[config.mk]
export PLATFORM = sky130hd
export DESIGN_NAME = rgb_led_fade_blink_driver_core
export DESIGN_NICKNAME = d
export VERILOG_FILES = /design/src/rlfb_pkg.sv /design/src/rlfb_div.sv /design/src/rlfb_lane.sv /design/src/rlfb_merge.sv /design/src/rgb_led_fade_blink_driver_core.sv
export SDC_FILE = /design/constraint.sdc
export NUM_CORES = 2
export LEC_CHECK = 0
export ABC_AREA = 1
export BUFFER_PORTS_ARGS = -buffer_cell sky130_fd_sc_hd__buf_2
export CORE_MARGIN = 2
export CORE_UTILIZATION = 30
export CTS_BUF_LIST = sky130_fd_sc_hd__clkbuf_4 sky130_fd_sc_hd__clkbuf_8 sky130_fd_sc_hd__clkbuf_16
export DETAILED_ROUTE_END_ITERATION = 8
export PLACE_DENSITY_LB_ADDON = 0.05
export SLEW_MARGIN = 30
export SYNTH_ARGS = -nofsm -noshare
export SYNTH_HDL_FRONTEND = slang
export SYNTH_SLANG_ARGS = --single-unit
[constraint.sdc]
create_clock -name clk -period 6.99 [get_ports clk]
set_input_delay 0.699 -clock clk [delete_from_list [all_inputs] [get_ports clk]]
set_output_delay 0.699 -clock clk [all_outputs]
set_load 0.02 [all_outputs]
[src/rlfb_pkg.sv]
// shared types and constants for the rgb led fade and blink driver
package rlfb_pkg;

  localparam int NUM_CH = 3;
  localparam int CH_W   = 8;

  localparam logic [6:0]  PCT_MAX     = 7'd100;
  // floor(x / 100) == (x * 5243) >> 19 for every x up to 255 * 100
  localparam logic [12:0] RECIP_100   = 13'd5243;
  localparam int          RECIP_SHIFT = 19;

  typedef logic [NUM_CH-1:0][CH_W-1:0] color_t;

  typedef enum logic [2:0] {
    CMD_TICK      = 3'd0,
    CMD_SET       = 3'd1,
    CMD_INTENSITY = 3'd2,
    CMD_BLINK     = 3'd3,
    CMD_FADE_IN   = 3'd4,
    CMD_FADE_OUT  = 3'd5,
    CMD_OFF       = 3'd6,
    CMD_NOP       = 3'd7
  } cmd_t;

  typedef enum logic [2:0] {
    SEQ_IDLE      = 3'd0,
    SEQ_BLINK_ON  = 3'd1,
    SEQ_BLINK_OFF = 3'd2,
    SEQ_FADE_IN   = 3'd3,
    SEQ_FADE_OUT  = 3'd4
  } seq_mode_t;

  typedef enum logic [2:0] {
    ST_IDLE = 3'd0,
    ST_FDIV = 3'd1,
    ST_LVL  = 3'd2,
    ST_MUL  = 3'd3,
    ST_DONE = 3'd4
  } state_t;

  typedef struct packed {
    logic start;
    logic by_pct;
  } lane_ctl_t;

  typedef struct packed {
    logic load;
    logic busy;
    logic rejected;
  } merge_ctl_t;

endpackage

[src/rlfb_div.sv]
// serial restoring divider, one quotient bit per cycle
module rlfb_div import rlfb_pkg::*; #(
  parameter int DW = 16,
  parameter int VW = 8
) (
  input  logic          clk,
  input  logic          rst_n,
  input  logic          start,
  input  logic [DW-1:0] dividend,
  input  logic [VW-1:0] divisor,
  output logic          done,
  output logic [DW-1:0] quotient
);

  localparam int CW = $clog2(DW + 1);

  logic          busy_r;
  logic          done_r;
  logic [CW-1:0] cnt_r;
  logic [DW-1:0] q_r;
  logic [VW-1:0] rem_r;
  logic [VW-1:0] dvs_r;

  logic [VW:0]   rem_sh;
  logic [VW:0]   rem_diff;
  logic          ge;
  logic [VW-1:0] rem_nxt;

  always_comb begin
    rem_sh   = {rem_r, q_r[DW-1]};
    ge       = (rem_sh >= {1'b0, dvs_r});
    rem_diff = rem_sh - {1'b0, dvs_r};
    rem_nxt  = ge ? rem_diff[VW-1:0] : rem_sh[VW-1:0];
  end

  always_ff @(posedge clk) begin
    if (!rst_n) begin
      busy_r <= 1'b0;
      done_r <= 1'b0;
      cnt_r  <= '0;
    end else begin
      done_r <= 1'b0;
      if (start) begin
        busy_r <= 1'b1;
        cnt_r  <= CW'(DW);
      end else if (busy_r) begin
        cnt_r <= cnt_r - 1'b1;
        if (cnt_r == CW'(1)) begin
          busy_r <= 1'b0;
          done_r <= 1'b1;
        end
      end
    end
  end

  always_ff @(posedge clk) begin
    if (start) begin
      q_r   <= dividend;
      rem_r <= '0;
      dvs_r <= divisor;
    end else if (busy_r) begin
      q_r   <= {q_r[DW-2:0], ge};
      rem_r <= rem_nxt;
    end
  end

  assign done     = done_r;
  assign quotient = q_r;

endmodule

[src/rlfb_lane.sv]
// one color channel: product, then divide by 100 or by 255
module rlfb_lane import rlfb_pkg::*; (
  input  logic            clk,
  input  logic            rst_n,
  input  lane_ctl_t       ctl,
  input  logic [CH_W-1:0] a,
  input  logic [CH_W-1:0] b,
  output logic            done,
  output logic [CH_W-1:0] q
);

  logic              v1_r;
  logic              v2_r;
  logic              by_pct_r;
  logic [2*CH_W-1:0] prod_r;
  logic [CH_W-1:0]   q_r;

  logic [28:0]       pct_prod;
  logic [16:0]       sum255;
  logic [CH_W-1:0]   q_nxt;

  always_comb begin
    pct_prod = 29'(prod_r) * 29'(RECIP_100);
    // floor(x / 255) for x up to 255 * 255
    sum255   = 17'(prod_r) + 17'(prod_r[15:8]) + 17'd1;
    q_nxt    = by_pct_r ? pct_prod[RECIP_SHIFT +: CH_W] : sum255[15:8];
  end

  always_ff @(posedge clk) begin
    if (!rst_n) begin
      v1_r <= 1'b0;
      v2_r <= 1'b0;
    end else begin
      v1_r <= ctl.start;
      v2_r <= v1_r;
    end
  end

  always_ff @(posedge clk) begin
    if (ctl.start) begin
      prod_r   <= 16'(a) * 16'(b);
      by_pct_r <= ctl.by_pct;
    end
    if (v1_r) begin
      q_r <= q_nxt;
    end
  end

  assign done = v2_r;
  assign q    = q_r;

endmodule

[src/rlfb_merge.sv]
// merges the channel levels into the result register, with optional output inversion
module rlfb_merge import rlfb_pkg::*; (
  input  logic        clk,
  input  logic        rst_n,
  input  merge_ctl_t  ctl,
  input  color_t      drive,
  input  logic        invert,
  output logic        ready,
  output logic        out_tvalid,
  input  logic        out_tready,
  output logic [23:0] out_tdata,
  output logic [1:0]  out_tuser
);

  logic        valid_r;
  logic [23:0] data_r;
  logic [1:0]  user_r;
  color_t      level;

  always_comb begin
    for (int c = 0; c < NUM_CH; c++) begin
      level[c] = invert ? ~drive[c] : drive[c];
    end
  end

  assign ready = !valid_r || out_tready;

  always_ff @(posedge clk) begin
    if (!rst_n) begin
      valid_r <= 1'b0;
    end else if (ctl.load) begin
      valid_r <= 1'b1;
    end else if (out_tready) begin
      valid_r <= 1'b0;
    end
  end

  always_ff @(posedge clk) begin
    if (ctl.load) begin
      data_r <= level;
      user_r <= {ctl.rejected, ctl.busy};
    end
  end

  assign out_tvalid = valid_r;
  assign out_tdata  = data_r;
  assign out_tuser  = user_r;

endmodule

[src/rgb_led_fade_blink_driver_core.sv]
// top level of the rgb led fade and blink driver
// Each input transfer produces exactly one result transfer. Tick, set color, off,
// no-op, blink and rejected commands go straight to the result register;
// intensity passes the lanes (channel product, then a reciprocal divide by 100).
// A fade command runs the divider, and a tick that moves a fade to its next level
// runs the divider, then the lanes. With DW = max(TICK_BITS, STEP_BITS + 8) (16 at
// the defaults) quotient bits, the serial divider computes dur / steps and
// i * 255 / steps one quotient bit per cycle; the three channel lanes then scale
// the base color by that level. One item is in work at a time; the next is accepted
// once the previous result is in the output register, which may wait on out_tready.
module rgb_led_fade_blink_driver_core import rlfb_pkg::*; #(
  parameter int TICK_BITS = 16,
  parameter int STEP_BITS = 8
) (
  input  logic        clk,
  input  logic        rst_n,
  input  logic        cfg_we,
  input  logic        cfg_wdata,   // invert_drive
  input  logic        in_tvalid,
  output logic        in_tready,
  // red_level, green_level, blue_level, brightness_pct, on_ticks, duration_ticks,
  // fade_steps, zero pad
  input  logic [71:0] in_tdata,
  input  logic [2:0]  in_tuser,    // cmd
  output logic        out_tvalid,
  input  logic        out_tready,
  output logic [23:0] out_tdata,   // red_drive, green_drive, blue_drive
  output logic [1:0]  out_tuser    // busy_res, rejected
);

  localparam int DW = (TICK_BITS > STEP_BITS + 8) ? TICK_BITS : STEP_BITS + 8;

  state_t                 state_r, state_nxt;
  seq_mode_t              mode_r, mode_nxt;
  color_t                 base_r, base_nxt;
  color_t                 drive_r, drive_nxt;
  logic [STEP_BITS-1:0]   idx_r, idx_nxt;
  logic [STEP_BITS-1:0]   total_r, total_nxt;
  logic [TICK_BITS-1:0]   cd_r, cd_nxt;
  logic [TICK_BITS-1:0]   pend_r, pend_nxt;
  logic                   rej_r, rej_nxt;
  logic                   fade_in_r, fade_in_nxt;
  logic                   ca_r;

  cmd_t                   cmd;
  color_t                 in_rgb;
  logic [6:0]             in_pct;
  logic [6:0]             pct_c;
  logic [TICK_BITS-1:0]   on_t;
  logic [TICK_BITS-1:0]   dur_t;
  logic [STEP_BITS-1:0]   steps_raw;
  logic [STEP_BITS-1:0]   steps_c;
  logic [TICK_BITS-1:0]   cd_dec;
  logic [STEP_BITS-1:0]   idx_step;
  logic                   fade_more;
  logic [STEP_BITS+7:0]   lvl_num;

  logic                   div_start;
  logic [DW-1:0]          div_dividend;
  logic [STEP_BITS-1:0]   div_divisor;
  logic                   div_done;
  logic [DW-1:0]          div_q;
  logic [TICK_BITS-1:0]   div_ticks;

  lane_ctl_t              lane_ctl;
  color_t                 lane_a;
  logic [CH_W-1:0]        lane_b;
  logic [NUM_CH-1:0]      lane_done;
  color_t                 lane_q;

  merge_ctl_t             mrg_ctl;
  logic                   mrg_ready;

  // field unpacking
  always_comb begin
    cmd       = cmd_t'(in_tuser);
    in_rgb    = in_tdata[23:0];
    in_pct    = in_tdata[30:24];
    on_t      = TICK_BITS'(in_tdata[46:31]);
    dur_t     = TICK_BITS'(in_tdata[62:47]);
    steps_raw = STEP_BITS'(in_tdata[70:63]);
    steps_c   = (steps_raw == '0) ? STEP_BITS'(1) : steps_raw;
    pct_c     = (in_pct > PCT_MAX) ? PCT_MAX : in_pct;
    cd_dec    = cd_r - TICK_BITS'(cd_r != '0);
    idx_step  = (mode_r == SEQ_FADE_IN) ? idx_r + 1'b1 : idx_r - 1'b1;
    fade_more = (mode_r == SEQ_FADE_IN) ? (idx_step < total_r) : (idx_step != '0);
    // idx * 255
    lvl_num   = {idx_step, 8'd0} - (STEP_BITS + 8)'(idx_step);
    div_ticks = div_q[TICK_BITS-1:0];
  end

  // intensity scales the incoming color, a fade level scales the stored base
  assign lane_a = (state_r == ST_IDLE) ? in_rgb : base_r;
  assign lane_b = (state_r == ST_IDLE) ? CH_W'(pct_c) : div_q[CH_W-1:0];

  always_comb begin
    state_nxt     = state_r;
    mode_nxt      = mode_r;
    base_nxt      = base_r;
    drive_nxt     = drive_r;
    idx_nxt       = idx_r;
    total_nxt     = total_r;
    cd_nxt        = cd_r;
    pend_nxt      = pend_r;
    rej_nxt       = rej_r;
    fade_in_nxt   = fade_in_r;
    div_start     = 1'b0;
    div_dividend  = '0;
    div_divisor   = total_r;
    lane_ctl      = '{start: 1'b0, by_pct: 1'b0};
    mrg_ctl       = '{load: 1'b0, busy: (mode_r != SEQ_IDLE), rejected: rej_r};
    in_tready     = 1'b0;
    case (state_r)
      ST_IDLE: begin
        in_tready = 1'b1;
        if (in_tvalid) begin
          rej_nxt   = 1'b0;
          state_nxt = ST_DONE;
          if (cmd == CMD_TICK) begin
            if (mode_r != SEQ_IDLE) begin
              cd_nxt = cd_dec;
              if (cd_dec == '0) begin
                case (mode_r)
                  SEQ_BLINK_ON: begin
                    drive_nxt = '0;
                    mode_nxt  = (pend_r == '0) ? SEQ_IDLE : SEQ_BLINK_OFF;
                    cd_nxt    = pend_r;
                  end
                  SEQ_FADE_IN, SEQ_FADE_OUT: begin
                    idx_nxt      = idx_step;
                    div_start    = 1'b1;
                    div_dividend = DW'(lvl_num);
                    div_divisor  = total_r;
                    if (fade_more) begin
                      cd_nxt = pend_r;
                    end else begin
                      mode_nxt = SEQ_IDLE;
                      cd_nxt   = '0;
                    end
                    state_nxt = ST_LVL;
                  end
                  default: begin
                    mode_nxt = SEQ_IDLE;
                  end
                endcase
              end
            end
          end else if (cmd == CMD_NOP) begin
            rej_nxt = 1'b0;
          end else if (mode_r != SEQ_IDLE) begin
            rej_nxt = 1'b1;
          end else begin
            case (cmd)
              CMD_SET: begin
                base_nxt  = in_rgb;
                drive_nxt = in_rgb;
              end
              CMD_INTENSITY: begin
                lane_ctl  = '{start: 1'b1, by_pct: 1'b1};
                state_nxt = ST_MUL;
              end
              CMD_BLINK: begin
                base_nxt = in_rgb;
                pend_nxt = dur_t;
                if (on_t == '0) begin
                  drive_nxt = '0;
                  mode_nxt  = (dur_t == '0) ? SEQ_IDLE : SEQ_BLINK_OFF;
                  cd_nxt    = dur_t;
                end else begin
                  drive_nxt = in_rgb;
                  mode_nxt  = SEQ_BLINK_ON;
                  cd_nxt    = on_t;
                end
              end
              CMD_FADE_IN, CMD_FADE_OUT: begin
                base_nxt     = in_rgb;
                total_nxt    = steps_c;
                // keep the step index within the new total while the divide runs
                idx_nxt      = (cmd == CMD_FADE_IN) ? '0 : steps_c;
                fade_in_nxt  = (cmd == CMD_FADE_IN);
                div_start    = 1'b1;
                div_dividend = DW'(dur_t);
                div_divisor  = steps_c;
                state_nxt    = ST_FDIV;
              end
              CMD_OFF: begin
                drive_nxt = '0;
              end
              default: begin
                rej_nxt = 1'b0;
              end
            endcase
          end
        end
      end
      ST_FDIV: begin
        if (div_done) begin
          pend_nxt  = div_ticks;
          state_nxt = ST_DONE;
          if (div_ticks == '0) begin
            // no wait between levels: the whole fade runs now
            mode_nxt  = SEQ_IDLE;
            cd_nxt    = '0;
            idx_nxt   = fade_in_r ? total_r : '0;
            drive_nxt = fade_in_r ? base_r : '0;
          end else begin
            mode_nxt  = fade_in_r ? SEQ_FADE_IN : SEQ_FADE_OUT;
            cd_nxt    = div_ticks;
            idx_nxt   = fade_in_r ? '0 : total_r;
            drive_nxt = fade_in_r ? '0 : base_r;
          end
        end
      end
      ST_LVL: begin
        if (div_done) begin
          lane_ctl  = '{start: 1'b1, by_pct: 1'b0};
          state_nxt = ST_MUL;
        end
      end
      ST_MUL: begin
        if (&lane_done) begin
          drive_nxt = lane_q;
          state_nxt = ST_DONE;
        end
      end
      ST_DONE: begin
        if (mrg_ready) begin
          mrg_ctl.load = 1'b1;
          state_nxt    = ST_IDLE;
        end
      end
      default: begin
        state_nxt = ST_IDLE;
      end
    endcase
  end

  always_ff @(posedge clk) begin
    if (!rst_n) begin
      state_r   <= ST_IDLE;
      mode_r    <= SEQ_IDLE;
      base_r    <= '0;
      drive_r   <= '0;
      idx_r     <= '0;
      total_r   <= STEP_BITS'(1);
      cd_r      <= '0;
      pend_r    <= '0;
      rej_r     <= 1'b0;
      fade_in_r <= 1'b0;
      ca_r      <= 1'b0;
    end else begin
      state_r   <= state_nxt;
      mode_r    <= mode_nxt;
      base_r    <= base_nxt;
      drive_r   <= drive_nxt;
      idx_r     <= idx_nxt;
      total_r   <= total_nxt;
      cd_r      <= cd_nxt;
      pend_r    <= pend_nxt;
      rej_r     <= rej_nxt;
      fade_in_r <= fade_in_nxt;
      if (cfg_we) begin
        ca_r <= cfg_wdata;
      end
    end
  end

  rlfb_div #(
    .DW (DW),
    .VW (STEP_BITS)
  ) u_div (
    .clk      (clk),
    .rst_n    (rst_n),
    .start    (div_start),
    .dividend (div_dividend),
    .divisor  (div_divisor),
    .done     (div_done),
    .quotient (div_q)
  );

  for (genvar c = 0; c < NUM_CH; c++) begin : g_lane
    rlfb_lane u_lane (
      .clk   (clk),
      .rst_n (rst_n),
      .ctl   (lane_ctl),
      .a     (lane_a[c]),
      .b     (lane_b),
      .done  (lane_done[c]),
      .q     (lane_q[c])
    );
  end

  rlfb_merge u_merge (
    .clk        (clk),
    .rst_n      (rst_n),
    .ctl        (mrg_ctl),
    .drive      (drive_r),
    .invert     (ca_r),
    .ready      (mrg_ready),
    .out_tvalid (out_tvalid),
    .out_tready (out_tready),
    .out_tdata  (out_tdata),
    .out_tuser  (out_tuser)
  );

`ifndef SYNTHESIS
  // a running sequence always has time left
  a_busy_has_countdown: assert property (@(posedge clk) disable iff (!rst_n)
    mode_r != SEQ_IDLE |-> cd_r != '0)
    else $error("sequence running with zero countdown");

  a_idx_in_range: assert property (@(posedge clk) disable iff (!rst_n)
    idx_r <= total_r)
    else $error("fade step index beyond step total");

  a_div_done_expected: assert property (@(posedge clk) disable iff (!rst_n)
    div_done |-> state_r == ST_FDIV || state_r == ST_LVL)
    else $error("divider finished outside a divide state");

  // a rejected command never changes the sequence, so busy stays set
  a_reject_busy: assert property (@(posedge clk) disable iff (!rst_n)
    mrg_ctl.load && mrg_ctl.rejected |-> mrg_ctl.busy)
    else $error("rejected result without busy");

  a_one_in_flight: assert property (@(posedge clk) disable iff (!rst_n)
    in_tvalid && in_tready |=> !in_tready)
    else $error("second transfer accepted while one is in work");
`endif

endmodule

After elaboration in Yosys (flattened, before gate mapping) --
Index checks and enable logic that the tools add are counted.
Storage, ports and cells: flip-flop bits (word level) 246, latch bits 0, bits in writable memories 0, bits in read-only memories 0, bits of input ports 81, output and inout bits 28, logic and storage cells 266, memories 0
Operators by class: add/subtract/negate cells 12, multipliers 6, div/mod/pow operators 0, magnitude comparators 3, eq/ne operators 34, shift operators 0, muxes and demuxes 138, bitwise gates (word level) 8, reduce and logical (&&, ||, !) cells 31
Operator list (number):
- two-way mux 16 bit | 28
- two-way mux 24 bit | 14
- two-way mux 8 bit | 29
- case mux 24 bit (3 select lines) | 2
- case mux 16 bit (2 select lines) | 3
- multiplier 16 x 13 -> 27 bit, second input constant | 3
- zero test 16 bit | 5
- two-way mux 3 bit | 22
- adder 16 x 1 -> 16 bit, second input constant | 3
- adder 16 x 8 -> 16 bit | 3
- multiplier 8 x 8 -> 16 bit | 3
- NOT 8 bit | 3
- two-way mux 1 bit | 22
- == test 3 bit, second input constant | 6
- two-way mux 2 bit | 9
- case mux 3 bit (2 select lines) | 3
- AND reduction 9 bit | 2
- case mux 8 bit (2 select lines) | 1
- nonzero test 16 bit | 1
- subtractor 16 x 1 -> 16 bit | 1
- subtractor 16 x 8 -> 16 bit | 1
- == test 3 x 2 -> 1 bit, second input constant | 5
- case mux 3 bit (5 select lines) | 1
- AND reduction 7 bit | 2
- 34 further kinds | 60

Logic depth before layout (Yosys ltp) --
depth in word-level cells 11, depth in mapped cells 31, mapped depth without buffers 29

Cells and area by module --
Synthesis repeated with hierarchy kept, for this count alone.
Unflattened totals: cell total of the unflattened synthesis 4463, area, all modules 33983.8 µm²
By module, submodules not included:
- rgb_led_fade_blink_driver_core | times used 1, cells each 1291, area an instance 7791.2 µm², seq. area each 2102.0 µm²
- rlfb_lane at g_lane[1].u_lane | times used 1, cells each 955, area an instance 7688.6 µm², seq. area each 790.8 µm²
- rlfb_lane at g_lane[2].u_lane | times used 1, cells each 953, area an instance 7688.6 µm², seq. area each 790.8 µm²
- rlfb_lane at g_lane[0].u_lane | times used 1, cells each 962, area an instance 7676.1 µm², seq. area each 790.8 µm²
- rlfb_div | times used 1, cells each 243, area an instance 2057.0 µm², seq. area each 1021.0 µm²
- rlfb_merge | times used 1, cells each 59, area an instance 1082.3 µm², seq. area each 800.8 µm²

Least setup slack after synthesis --
Ideal clock, no wire load.
path type flip-flop to flip-flop, start register state_r[0], end register g_lane[1].u_lane.prod_r[14] (data pin), library setup time 0.257 ns, data arrival time 5.114 ns, required time 6.733 ns, setup slack 1.619 ns, stages on the path, launching flop included 28, path buffers 1, clock period less this slack 5.371 ns, cells stage by stage dfxtp_1 nor2_1 inv_1 nor2_2 inv_2 buf_2 o21ai_1 clkinv_1 or2_2 fa_1 fa_1 inv_1 fa_1 inv_1 fa_1 inv_1 ha_1 a21oi_1 o21ai_0 a21oi_1 nor2_1 o21ai_0 nand2_1 nand2_1 inv_1 o21ai_0 nand2_1 xor2_1
Between the ends: longest elaborated chain between the ends 3, elaborated cells between the ends (all ways) 4, classes of those cells mul: 1; mux: 2; reduce/logical: 1
Ends and longest elaborated chain:
- start: declaration | line rgb_led_fade_blink_driver_core.sv:33 | state_t state_r, state_nxt;
- start signal: assignment | line rgb_led_fade_blink_driver_core.sv:252 | state_r <= state_nxt;
- zero test 3 bit * | line rgb_led_fade_blink_driver_core.sv:93, rgb_led_fade_blink_driver_core.sv:94
- two-way mux 24 bit / two-way mux 8 bit (equally long branches) | line rgb_led_fade_blink_driver_core.sv:93, rgb_led_fade_blink_driver_core.sv:94
- multiplier 8 x 8 -> 16 bit * | line rlfb_lane.sv:41 | prod_r <= 16'(a) * 16'(b);
- end signal: assignment | line rlfb_lane.sv:41
- end: declaration | line rlfb_lane.sv:15 | logic [2*CH_W-1:0] prod_r;
Every way passes the cells marked *; elsewhere a longest branch is shown, timed or not. A chain may end at the register's enable or synchronous reset.

Final worst setup path --
start register state_r[0], end register g_lane[2].u_lane.prod_r[13] (data pin)
Between the ends: longest elaborated chain between the ends 3, elaborated cells between the ends (all ways) 4, classes of those cells mul: 1; mux: 2; reduce/logical: 1
Ends and longest elaborated chain (line):
- zero test 3 bit * | rgb_led_fade_blink_driver_core.sv:93, rgb_led_fade_blink_driver_core.sv:94
- two-way mux 24 bit / two-way mux 8 bit (equally long branches) | rgb_led_fade_blink_driver_core.sv:93, rgb_led_fade_blink_driver_core.sv:94
- multiplier 8 x 8 -> 16 bit * | rlfb_lane.sv:41
- end signal: assignment | rlfb_lane.sv:41
- end: declaration | rlfb_lane.sv:15
Marks and branches as above.

==> summary.txt <==
Synthesis
  – Ys flop type: edfxtp_1
  – Synth Instances: ~3.8k
  – Post-Syn Nets: between 4k and 5k
  – Synth unique cells: between 50 and 60
  – FFs w/ async S/R, synth: 0%
  – Area leader, netlist: fa_1
  – Yosys warning count: 0
  – Synth area leaders: fa_1 (21%), ha_1 (19%), edfxtp_1 (12%), inv_1 (9.7%), dfxtp_1 (7.9%)
  – Synthesized cell area: between 30,000 and 40,000 um^2
  – Seq/Total Area, Yosys: around a fifth
  – Number of synthesized flops with an enable pin: between 100 and 150
  – Post-synthesis register bit count: between 200 and 250
  – Post-Syn Area per Cell: between 8 and 9 um^2
  – Top cell type's share of synthesized area: about a fifth

Clock tree
  – Worst-Skew Late Latency: around 0.57 ns
  – CTS root buf: clkbuf_16
  – Cts hold-fix bufs: 0
  – CTS Buf Count: 35
  – Post-CTS setup buffer count: 0
  – H-tree depth: 2
  – Longest Clk Path Bufs: 3
  – CTS tree: yes
  – Clock transition at path regs: approximately 0.06 ns
  – Post-CTS Resized: 0
  – Clock sink count: between 200 and 250

Timing
  – Slack of the critical path: around 0.8 ns
  – Setup Skew: 0.0272 ns
  – Worst slew margin: ~33%
  – Min Hold Slack: around 0.32 ns
  – RSZ-0062 raised after global routing: false
  – Worst slew pin tran: ~1.0 ns
  – Final min period: around 6 ns
  – Final hold violation count: 0
  – Slew Viols, Final: 0
  – Fmax: ~160 MHz
  – # setup viols final: 0
  – TNS Setup: 0 ns
  – Tcrit/Tclk final: between 80 and 90%

GRT
  – Initial antenna violation count: 8
  – Grt met2 use: a little over a quarter
  – Vias in the first global route: about 25k
  – Grt ovf: 0
  – GR Util met1: about a quarter
  – GR met3 Demand/Resource: under 10%
  – Pin count of the biggest net entering global routing: 78
  – GR Util All Layers: between 10% and 20%
  – First-pass GRT wire length: around 150,000 um
  – Top Usage Layer GRT: met2

Drt
  – WL/cell: between 15 and 20 um
  – Vias: approximately 24k
  – DRT Pass-1 Iters: 5
  – DR DRC count: 0
  – DR vias/cell: roughly 4.6
  – 1st-iter DRT viols: approximately 1.2k
  – ANT nets after route: 0
  – Routed wire length: slightly above 90,000 um

Worst setup path
  – Crit path max fanout: 21
  – Slowest stage delay, CP: a little over 0.6 ns
  – Worst Setup End Kind: flop
  – Crit-path cells: nor2_1, inv_1, nor2_2, buf_4, nor2_1, a21oi_1, or2_2, fa_1, fa_1, inv_1, fa_1, inv_1, fa_1, inv_1, ha_1, nand2_1, nor3_1, nor2_1, o21ai_0, a21oi_1, nor2_1, nor2_1, xnor2_1
  – CP arrival: roughly 6.5 ns
  – CP Class: flop to flop
  – Worst Path Required: ~7.3 ns
  – Startpoint Class: flop
  – Slowest-stage cell, CP: a21oi_1
  – Top cell by count, worst path: nor2_1

Floorplan
  – Boundary Pins: ~110
  – Die Width: around 330 um
  – Initial Utilization: between 30% and 40%
  – FP Rows: 118
  – Core outline area: around 100,000 um^2
  – Die Y: about 330 um
  – Die area: 106,000 um^2

Placed design
  – GP Congestion: 0.835
  – HPWL after detailed placement: 75,400 um
  – Place WS: a little under 0.9 ns
  – PortBufs: around 110

Hold path
  – Worst Hold Class: input pin to flop

Cells and area
  – ANT cells: 0
  – Area Growth Syn to Fin: 11.0%
  – # nets final: ~4.7k
  – Layout cells sized above 1: under 10%
  – Fill cells: around 11k

Job
  – Max-cap viol count: 0

Status
  – Status: finished, final reports clean
## cell type report
| type | instances | area, um^2 | share of cell area (%) |
|---|---|---|---|
| clock buffer | 51 | 1070 | 3.10 |
| inverter | 812 | 3050 | 8.85 |
| timing repair buffer | 150 | 858 | 2.49 |
| multi-input combinational | 2622 | 21500 | 62.4 |
| sequential | 246 | 6160 | 17.8 |
| tap | 1380 | 1730 | 5.01 |
| clock inverter | 13 | 118 | 0.341 |
## state kept, by name (all words and copies together), names as in the netlist, 2 cells and up
name,count
base_r,24
state_r,3
g_lane.u_lane.prod_r,48
u_div.rem_r,8
u_div.dvs_r,8
u_div.cnt_r,5
u_merge.out_tdata,24
u_merge.out_tuser,2
pend_r,16
total_r,8
mode_r,3
drive_r,24
g_lane.u_lane.q,24
u_div.quotient,16
idx_r,8
cd_r,16
## final timing paths
path                                 start                          end  slack (ns)  cells after the start
worst max-delay path            state_r[0]  g_lane[2].u_lane.prod_r[13]        0.82                     23
worst min-delay path                cfg_we                         ca_r        0.32                      2
worst max register to register  state_r[0]  g_lane[2].u_lane.prod_r[13]        0.82                     23
worst min register to register  base_r[17]                   base_r[17]        0.48                      2
## cells in the final DEF (no fill, tap or decap), types with 6 or more instances in the layout
cell       synthesis  layout
xnor2_1           21      21
a21oi_1          263     263
clkbuf_4           0       8
buf_4              5      43
a21boi_0           7       7
o2111ai_1          6       6
o21bai_1           6       6
nor3_1            19      19
a221oi_1          24      24
nand4_1           43      43
dfxtp_1          123     123
fa_1             332     332
nor4_1            15      15
o21ai_0          235     235
o211ai_1           7       7
buf_2              9     107
ha_1             467     467
o21a_1             8       8
clkbuf_8           0       6
or2_2             16      16
nor2_2             7       9
nand3_1          103     102
o31ai_1           14      14
a211oi_1          26      26
nand2_1          408     407
xor2_1            74      74
a31oi_1           17      13
nor2_1           440     438
clkbuf_16          0      37
edfxtp_1         123     123
inv_1            804     803
o21ai_1           21      21
## layer usage
| metal | part of all wire, % | vias to the layer above | wire (um) |
|---|---|---|---|
| li1 | - | 12300 | - |
| met1 | 52 | 11600 | 48200 |
| met2 | 43 | 275 | 39900 |
| met3 | 2.7 | 83 | 2490 |
| met4 | 1.8 | 8 | 1630 |
| met5 | 0.042 | - | 39 |
## kinds of logic (layout without fill, tap and decap cells)
group / count (synthesis) / after routing / share of synthesized area (%)
and+or+nand+nor: 1077 / 1077 / 14.6
adders and majority gates: 799 / 799 / 40.2
AOI/OAI and AO/OA: 651 / 651 / 11.6
buffers and inverters: 904 / 1026 / 11.1
xor gates and xnor gates: 95 / 95 / 2.68
DFF: 246 / 246 / 19.8
## critical path: cells and delay by family, from the launching register on
family / cells / cell delay (ns)
adder cells (fa/ha/maj): 5 / 2.31
AND/OR/NAND/NOR: 9 / 1.49
AO/OA/AOI/OAI: 3 / 1.00
buffers and inverters: 5 / 0.66
flip-flops: 1 / 0.33
XOR/XNOR: 1 / 0.11
## per-stage QoR
stage	std cells	instance area (um^2)	utilization, %
2_1_floorplan	3772	31100	-
4_1_cts	5274	34500	33.5
5_1_grt	5274	34500	33.5
3_5_place_dp	5210	33300	32.3
3_3_place_gp	5209	33300	32.3
6_report	5274	34500	33.5
## synthesized netlist by cell type, drive strengths merged (6+ instances only)
master	number
nand3	103
a211oi	26
inv	807
a221oi	24
o21ai	256
nand2	414
a21boi	7
edfxtp	123
nor3	21
o211ai	7
o21bai	6
o31ai	14
fa	332
buf	21
xnor2	21
clkbuf	71
o2111ai	6
a21oi	264
a31oi	17
ha	467
or2	16
o21a	8
nor2	450
dfxtp	123
nand4	44
nor4	16
xor2	74
Power is left out: the tool's default activity adds up to more than one toggle a clock period on the data nets, which glitch-free logic cannot reach.
